**config.mk**
```make
export PLATFORM = sky130hd
export DESIGN_NAME = two_class_fifo_oldest_first_core
export DESIGN_NICKNAME = d
export VERILOG_FILES = /design/src/hw/rtl/tcf_pkg.sv /design/src/hw/rtl/tcf_cell.sv /design/src/hw/rtl/tcf_chain.sv /design/src/hw/rtl/two_class_fifo_oldest_first_core.sv
export SDC_FILE = /design/constraint.sdc
export NUM_CORES = 1
export LEC_CHECK = 0
export BUFFER_PORTS_ARGS = -buffer_cell sky130_fd_sc_hd__buf_4
export CAP_MARGIN = 40
export CORE_AREA = 2 2 192 231
export CTS_CLUSTER_SIZE = 14
export DETAILED_ROUTE_END_ITERATION = 10
export DIE_AREA = 0 0 194 233
export GPL_TIMING_DRIVEN = 0
export HOLD_SLACK_MARGIN = 0.12
export PLACE_DENSITY = 0.76
export SLEW_MARGIN = 20
export SYNTH_ARGS = -nofsm -noshare
export SYNTH_HDL_FRONTEND = slang
export SYNTH_SLANG_ARGS = --single-unit
```
**constraint.sdc**
```tcl
create_clock -name clock -period 2.8 [get_ports clock]
set_clock_uncertainty 0.1 [all_clocks]
set_input_delay 0.14 -clock clock [delete_from_list [all_inputs] [get_ports clock]]
set_output_delay 0.14 -clock clock [all_outputs]
set_load 0.01 [all_outputs]
```
**src/hw/rtl/tcf_pkg.sv**
```systemverilog
// Shared types and constants for the two-class oldest-first FIFO.
// Used by tcf_cell, tcf_chain and two_class_fifo_oldest_first_core.
// No dependencies.
package tcf_pkg;

   localparam int QUEUE_DEPTH = 16;
   localparam int STAMP_BITS  = 16;
   localparam int FILL_BITS   = $clog2(QUEUE_DEPTH + 1);

   typedef logic [STAMP_BITS-1:0] stamp_type;
   typedef logic [FILL_BITS-1:0]  fill_type;

   // request opcodes
   typedef enum logic [1:0] {
      MODE_PUSH        = 2'd0,
      MODE_POP_FIRST   = 2'd1,
      MODE_POP_SECOND  = 2'd2,
      MODE_POP_OLDEST  = 2'd3
   } mode_type;

   // commands into one class chain
   typedef struct packed {
      logic push;
      logic pop;
   } chain_ctrl_type;

   // occupancy flags out of one class chain
   typedef struct packed {
      logic empty;
      logic full;
      logic single;
   } chain_stat_type;

endpackage

```
**src/hw/rtl/tcf_cell.sv**
```systemverilog
// One storage cell of a class chain: holds one stamp.
// Loads a pushed stamp or takes its upper neighbor's stamp on a pop.
// Depends on tcf_pkg.
module tcf_cell (
   input  logic               clock,
   input  logic               load,
   input  logic               shift,
   input  tcf_pkg::stamp_type load_stamp,
   input  tcf_pkg::stamp_type neighbor_stamp,
   output tcf_pkg::stamp_type cell_stamp
);

   tcf_pkg::stamp_type stamp_ff;
   tcf_pkg::stamp_type stamp_in;

   // next value: push load wins, pop moves data one cell toward the head
   always_comb begin
      if (load) begin
         stamp_in = load_stamp;
      end else if (shift) begin
         stamp_in = neighbor_stamp;
      end else begin
         stamp_in = stamp_ff;
      end
   end

   always_ff @(posedge clock) begin
      stamp_ff <= stamp_in;
   end

   assign cell_stamp = stamp_ff;

endmodule

```
**src/hw/rtl/tcf_chain.sv**
```systemverilog
// Row of tcf_cell with a fill count: a shifting FIFO for one class.
// Head sits in cell 0; a push writes the cell at the fill position.
// Depends on tcf_pkg and tcf_cell.
module tcf_chain (
   input  logic                   clock,
   input  logic                   reset,
   input  tcf_pkg::chain_ctrl_type ctrl,
   input  tcf_pkg::stamp_type     push_stamp,
   output tcf_pkg::stamp_type     head_stamp,
   output tcf_pkg::chain_stat_type stat
);

   tcf_pkg::fill_type  fill_ff;
   tcf_pkg::fill_type  fill_in;
   tcf_pkg::stamp_type cell_stamps [tcf_pkg::QUEUE_DEPTH];

   // fill count; callers never push when full or pop when empty
   always_comb begin
      fill_in = fill_ff;
      if (ctrl.push) begin
         fill_in = fill_ff + tcf_pkg::FILL_BITS'(1);
      end else if (ctrl.pop) begin
         fill_in = fill_ff - tcf_pkg::FILL_BITS'(1);
      end
   end

   always_ff @(posedge clock) begin
      if (reset) begin
         fill_ff <= '0;
      end else begin
         fill_ff <= fill_in;
      end
   end

   // the cells; the top cell takes zero on a shift
   for (genvar i = 0; i < tcf_pkg::QUEUE_DEPTH; i++) begin : g_cell
      tcf_pkg::stamp_type neighbor;
      logic               load;

      if (i == tcf_pkg::QUEUE_DEPTH - 1) begin : g_top
         assign neighbor = '0;
      end else begin : g_mid
         assign neighbor = cell_stamps[i+1];
      end

      assign load = ctrl.push && (fill_ff == tcf_pkg::FILL_BITS'(i));

      tcf_cell u_cell (
         .clock          (clock),
         .load           (load),
         .shift          (ctrl.pop),
         .load_stamp     (push_stamp),
         .neighbor_stamp (neighbor),
         .cell_stamp     (cell_stamps[i])
      );
   end

   assign head_stamp  = cell_stamps[0];
   assign stat.empty  = (fill_ff == '0);
   assign stat.full   = (fill_ff == tcf_pkg::FILL_BITS'(tcf_pkg::QUEUE_DEPTH));
   assign stat.single = (fill_ff == tcf_pkg::FILL_BITS'(1));

   // checks
   a_fill_bound : assert property (@(posedge clock) disable iff (reset)
      fill_ff <= tcf_pkg::FILL_BITS'(tcf_pkg::QUEUE_DEPTH))
      else $error("fill count above depth");

   a_one_cmd : assert property (@(posedge clock) disable iff (reset)
      !(ctrl.push && ctrl.pop))
      else $error("push and pop in the same cycle");

   a_pop_nonempty : assert property (@(posedge clock) disable iff (reset)
      ctrl.pop |-> !stat.empty)
      else $error("pop from empty chain");

   a_push_count : assert property (@(posedge clock) disable iff (reset)
      ctrl.push |=> fill_ff == $past(fill_ff) + tcf_pkg::FILL_BITS'(1))
      else $error("push did not advance fill count");

endmodule

```
**src/hw/rtl/two_class_fifo_oldest_first_core.sv**
```systemverilog
// Two-class FIFO with oldest-first pop; top level.
// The result is registered and valid in the cycle after the request transfer.
// One request per cycle while the result is not stalled; a cell chain shifts at most once per cycle, on a pop.
// Reset clears both fill counts and the result valid; stamp cells are not cleared.
// Depends on tcf_pkg, tcf_chain and tcf_cell.
module two_class_fifo_oldest_first_core (
   input  logic                  clock,
   input  logic                  reset,
   input  logic                  req_valid,
   output logic                  req_stall,
   input  logic [1:0]            req_mode,
   input  logic                  req_item_class,
   input  tcf_pkg::stamp_type    req_arrival_stamp,
   output logic                  rsp_valid,
   input  logic                  rsp_stall,
   output logic                  rsp_took_item,
   output logic                  rsp_taken_class,
   output tcf_pkg::stamp_type    rsp_taken_stamp,
   output logic                  rsp_push_dropped,
   output logic                  rsp_first_empty,
   output logic                  rsp_second_empty
);

   tcf_pkg::chain_ctrl_type first_ctrl, second_ctrl;
   tcf_pkg::chain_stat_type first_stat, second_stat;
   tcf_pkg::stamp_type      first_head, second_head;
   tcf_pkg::mode_type       mode;
   logic                    accept;
   logic                    pick_first, pick_second, dropped;
   logic                    first_empty_next, second_empty_next;

   logic                    rsp_valid_ff;
   logic                    took_ff, class_ff, dropped_ff, first_empty_ff, second_empty_ff;
   tcf_pkg::stamp_type      stamp_ff;

   assign mode      = tcf_pkg::mode_type'(req_mode);
   assign req_stall = rsp_valid_ff && rsp_stall;
   assign accept    = req_valid && !req_stall;

   // decode request into chain commands
   always_comb begin
      pick_first  = 1'b0;
      pick_second = 1'b0;
      dropped     = 1'b0;
      first_ctrl  = '0;
      second_ctrl = '0;
      case (mode)
         tcf_pkg::MODE_PUSH: begin
            if (req_item_class) begin
               dropped          = second_stat.full;
               second_ctrl.push = !second_stat.full;
            end else begin
               dropped          = first_stat.full;
               first_ctrl.push  = !first_stat.full;
            end
         end
         tcf_pkg::MODE_POP_FIRST: begin
            pick_first = !first_stat.empty;
         end
         tcf_pkg::MODE_POP_SECOND: begin
            pick_second = !second_stat.empty;
         end
         tcf_pkg::MODE_POP_OLDEST: begin
            // ties go to class 0
            if (!first_stat.empty && !second_stat.empty) begin
               pick_second = (second_head < first_head);
               pick_first  = !(second_head < first_head);
            end else begin
               pick_first  = !first_stat.empty;
               pick_second = !second_stat.empty;
            end
         end
         default: begin
            pick_first = 1'b0;
         end
      endcase
      first_ctrl.pop  = pick_first;
      second_ctrl.pop = pick_second;
      if (!accept) begin
         first_ctrl  = '0;
         second_ctrl = '0;
      end
   end

   // emptiness after this step
   assign first_empty_next  = first_ctrl.pop ? first_stat.single :
                              (first_stat.empty && !first_ctrl.push);
   assign second_empty_next = second_ctrl.pop ? second_stat.single :
                              (second_stat.empty && !second_ctrl.push);

   tcf_chain u_first (
      .clock      (clock),
      .reset      (reset),
      .ctrl       (first_ctrl),
      .push_stamp (req_arrival_stamp),
      .head_stamp (first_head),
      .stat       (first_stat)
   );

   tcf_chain u_second (
      .clock      (clock),
      .reset      (reset),
      .ctrl       (second_ctrl),
      .push_stamp (req_arrival_stamp),
      .head_stamp (second_head),
      .stat       (second_stat)
   );

   // result register
   always_ff @(posedge clock) begin
      if (reset) begin
         rsp_valid_ff <= 1'b0;
      end else if (accept) begin
         rsp_valid_ff <= 1'b1;
      end else if (!rsp_stall) begin
         rsp_valid_ff <= 1'b0;
      end
   end

   always_ff @(posedge clock) begin
      if (accept) begin
         took_ff         <= pick_first || pick_second;
         class_ff        <= pick_second;
         stamp_ff        <= pick_first ? first_head :
                            (pick_second ? second_head : '0);
         dropped_ff      <= dropped;
         first_empty_ff  <= first_empty_next;
         second_empty_ff <= second_empty_next;
      end
   end

   assign rsp_valid        = rsp_valid_ff;
   assign rsp_took_item    = took_ff;
   assign rsp_taken_class  = class_ff;
   assign rsp_taken_stamp  = stamp_ff;
   assign rsp_push_dropped = dropped_ff;
   assign rsp_first_empty  = first_empty_ff;
   assign rsp_second_empty = second_empty_ff;

   // checks
   a_single_pick : assert property (@(posedge clock) disable iff (reset)
      !(pick_first && pick_second))
      else $error("both classes picked");

   a_took_no_drop : assert property (@(posedge clock) disable iff (reset)
      rsp_valid_ff |-> !(took_ff && dropped_ff))
      else $error("result both delivered and dropped");

   a_stall_hold : assert property (@(posedge clock) disable iff (reset)
      (rsp_valid_ff && rsp_stall) |-> !accept)
      else $error("request taken while result stalled");

endmodule
```
==> impl_metrics.tcl <==
set metrics [dict create \
    status "complete, no violations" \
    finalMaxSlewViolations 0 \
    fmaxAchievable_mhz 365 \
    period_needed_ps 2740 \
    cts_root_buf "clkbuf_16" \
    synth-edff-count 533 \
    vdd_drop_max_mv 0.735 \
    setup_slack_ps 61.3 \
    drive_above_1_share 0.487 \
    hp-class "in2reg" \
    leakage_nw 10.2 \
    setup_violations 0 \
    cp-end-kind "flop" \
    cts_buffers 52 \
    placed_cells 2004 \
    grt_usage 0.237 \
    finalNonFillerCells 2167 \
    tightest_slew_ps 877 \
    die-area_um2 45200 \
    fin_crit_sh 0.978 \
    dr.pass1.iters 7 \
    yosys.area.top_type_share 0.660 \
    setup.worst_path.start_class "flop" \
    cts_tree "built" \
    layout_common_cells "533 x edfxtp_1, 443 x mux2_2, 83 x buf_4" \
    pre_cts_ws_ps -1180 \
    cp_max_fo 16 \
    arrival_ps 2920 \
    ys_seq_area_frac 0.669 \
    hpwlAfterDp_mm 35.4 \
    cp.required_ps 2980 \
    hold_slack_ps 207 \
    grt_remaining_overflow 0 \
    final.setup.tns_ps 0 \
    ff_latch_area_um2 16200 \
    clockBufferDepth 3 \
    ctsHtreeMaxLevel 2 \
    final_hold_viol_count 0 \
    final_common_cell "edfxtp_1" \
    ios 46 \
    clkLatencyLatePin_ps 580 \
    drtIter0Drc 1152 \
    rows 83 \
    powerDensity_nw_per_um2 837 \
    clkTransAtPathRegs_ps 60 \
    yosys.area.top_type "edfxtp_1" \
    max_cap_viol_count 0 \
    vias 12900 \
    nNetsFinal 1623 \
    area_growth_pct 17.2 \
    ant_nets 0 \
    wl_mm 54.3 \
    routedWlPerCell_um 25.0 \
    yosysUniqueCellTypes 61 \
    synthCells 1405 \
    numPortBuffers 45 \
    synth_fp_nets 1455 \
    coreArea_um2 42800 \
    clkSinkCount 544 \
    grt_pass1_wl_mm 80.1 \
    grt_max_degree 23 \
    worstSetupPathType "reg2reg" \
    relSlewSlack 0.416 \
    syn_area_um2 24200 \
    synth_ff_type "edfxtp_1" \
    antennaDiodeCount 0 \
    initial_core_util 0.566 \
    antenna_found_initial 1 \
    synth_warnings 0 \
    synth-async-reset-ratio 0 \
    gp_congestion 0.901 \
    die_y_um 233 \
    avgViaCountPerCell 5.97 \
    avgSynthCellArea_um2 17.3 \
    finalPower_w 0.0238 \
    grt_pass1_vias 13000 \
    dieWidth_um 194 \
    synth-seq-cells 544 \
    multi_input_area_um2 8020 \
    fillerInstances 2831 \
    drc 0 \
    ys_top_cells_by_area "edfxtp_1 66%, mux2_2 21%, mux2_4 2.2%" \
]
## report_power, final
group	internal, W	leakage [nW]	switching [W]
sequential	0.0114	4.95	0.000595
combinational	0.00214	4.45	0.00292
clock	0.00373	0.790	0.00297
## worst max-delay path, cell delays in order, from the launching register on
cell and delay, ps:
dfxtp_1 450, inv_1 120, ha_1 240, a31o_2 300, nor3_2 210, and4_2 300
a21oi_4 80, buf_12 150, bufbuf_16 300, nand2_8 160
## final timing paths
check | from | endpoint | slack [ps] | cells after the start
hold / removal | rsp_stall | rsp_taken_stamp[15] | 210 | 4
setup / recovery | u_second.fill_ff[1] | u_second.g_cell[2].u_cell.cell_stamp[1] | 60 | 9
hold reg to reg | u_first.g_cell[10].u_cell.cell_stamp[14] | u_first.g_cell[9].u_cell.cell_stamp[14] | 440 | 1
setup reg to reg | u_second.fill_ff[1] | u_second.g_cell[2].u_cell.cell_stamp[1] | 60 | 9
## per-layer routing
layer	up-vias	GRT usage	wire [um]
met5	-	0	0
met4	0	0.105	2120
met3	97	0.0326	2890
met2	452	0.387	26300
met1	6610	0.319	22900
li1	5780	-	-
## cells in the mapped netlist, types with 6 or more instances
master    count
mux2_4       36
clkbuf_1     57
o21ai_0       7
ha_1         27
nor2_1        9
nand3_4       6
inv_1        28
and3_1       38
nand4_1       8
a22o_1       16
nand2_2       9
mux2_2      443
buf_4        13
edfxtp_1    533
dfxtp_1      11
a21oi_1       8
buf_2        24
nand2_1      47
## repair_timing
item | CTS | global route
buffers inserted | 10 | 26
cloned | 2 | 4
pin swaps | 9 | 5
endpoints found under the hold margin | 65 | 0
setup endpoints to repair | 905 | 695
hold buffers | 23 | 0
gates resized for setup | 103 | 81
## layout make-up
class | count | area share
plain buffers | 99 | 0.0242
clock buffers | 61 | 0.0478
clock inverters | 35 | 0.00877
inverters | 30 | 0.00441
multi-input cells | 732 | 0.282
flip-flops and latches | 544 | 0.572
well taps | 552 | 0.0243
repair buffers | 114 | 0.0367
## state kept, by name, indices dropped and copies added (netlist names)
register                           count
u_first.g_cell.u_cell.cell_stamp     256
rsp_taken_stamp                       16
rsp_taken_class                        1
rsp_valid                              1
u_second.fill_ff                       5
rsp_first_empty                        1
rsp_second_empty                       1
rsp_push_dropped                       1
u_second.g_cell.u_cell.cell_stamp    256
u_first.fill_ff                        5
rsp_took_item                          1
## through the flow
stage / util / instance area, um2
6_report: 0.664 / 28400
5_1_grt: 0.664 / 28400
4_1_cts: 0.649 / 27800
3_5_place_dp: 0.592 / 25300
3_3_place_gp: 0.592 / 25300
2_1_floorplan: - / 24300
## cells by family after synthesis
group                    Yosys count  share of synthesized area
adder cells (fa/ha/maj)           27                     0.0139
buffers and inverters            131                     0.0251
XOR/XNOR                           4                    0.00145
AND/OR/NAND/NOR                  164                     0.0436
AO/OA/AOI/OAI                     52                     0.0162
flip-flops                       544                      0.669
multiplexers                     483                      0.230
No activity file was read; power rests on OpenSTA's default activity.
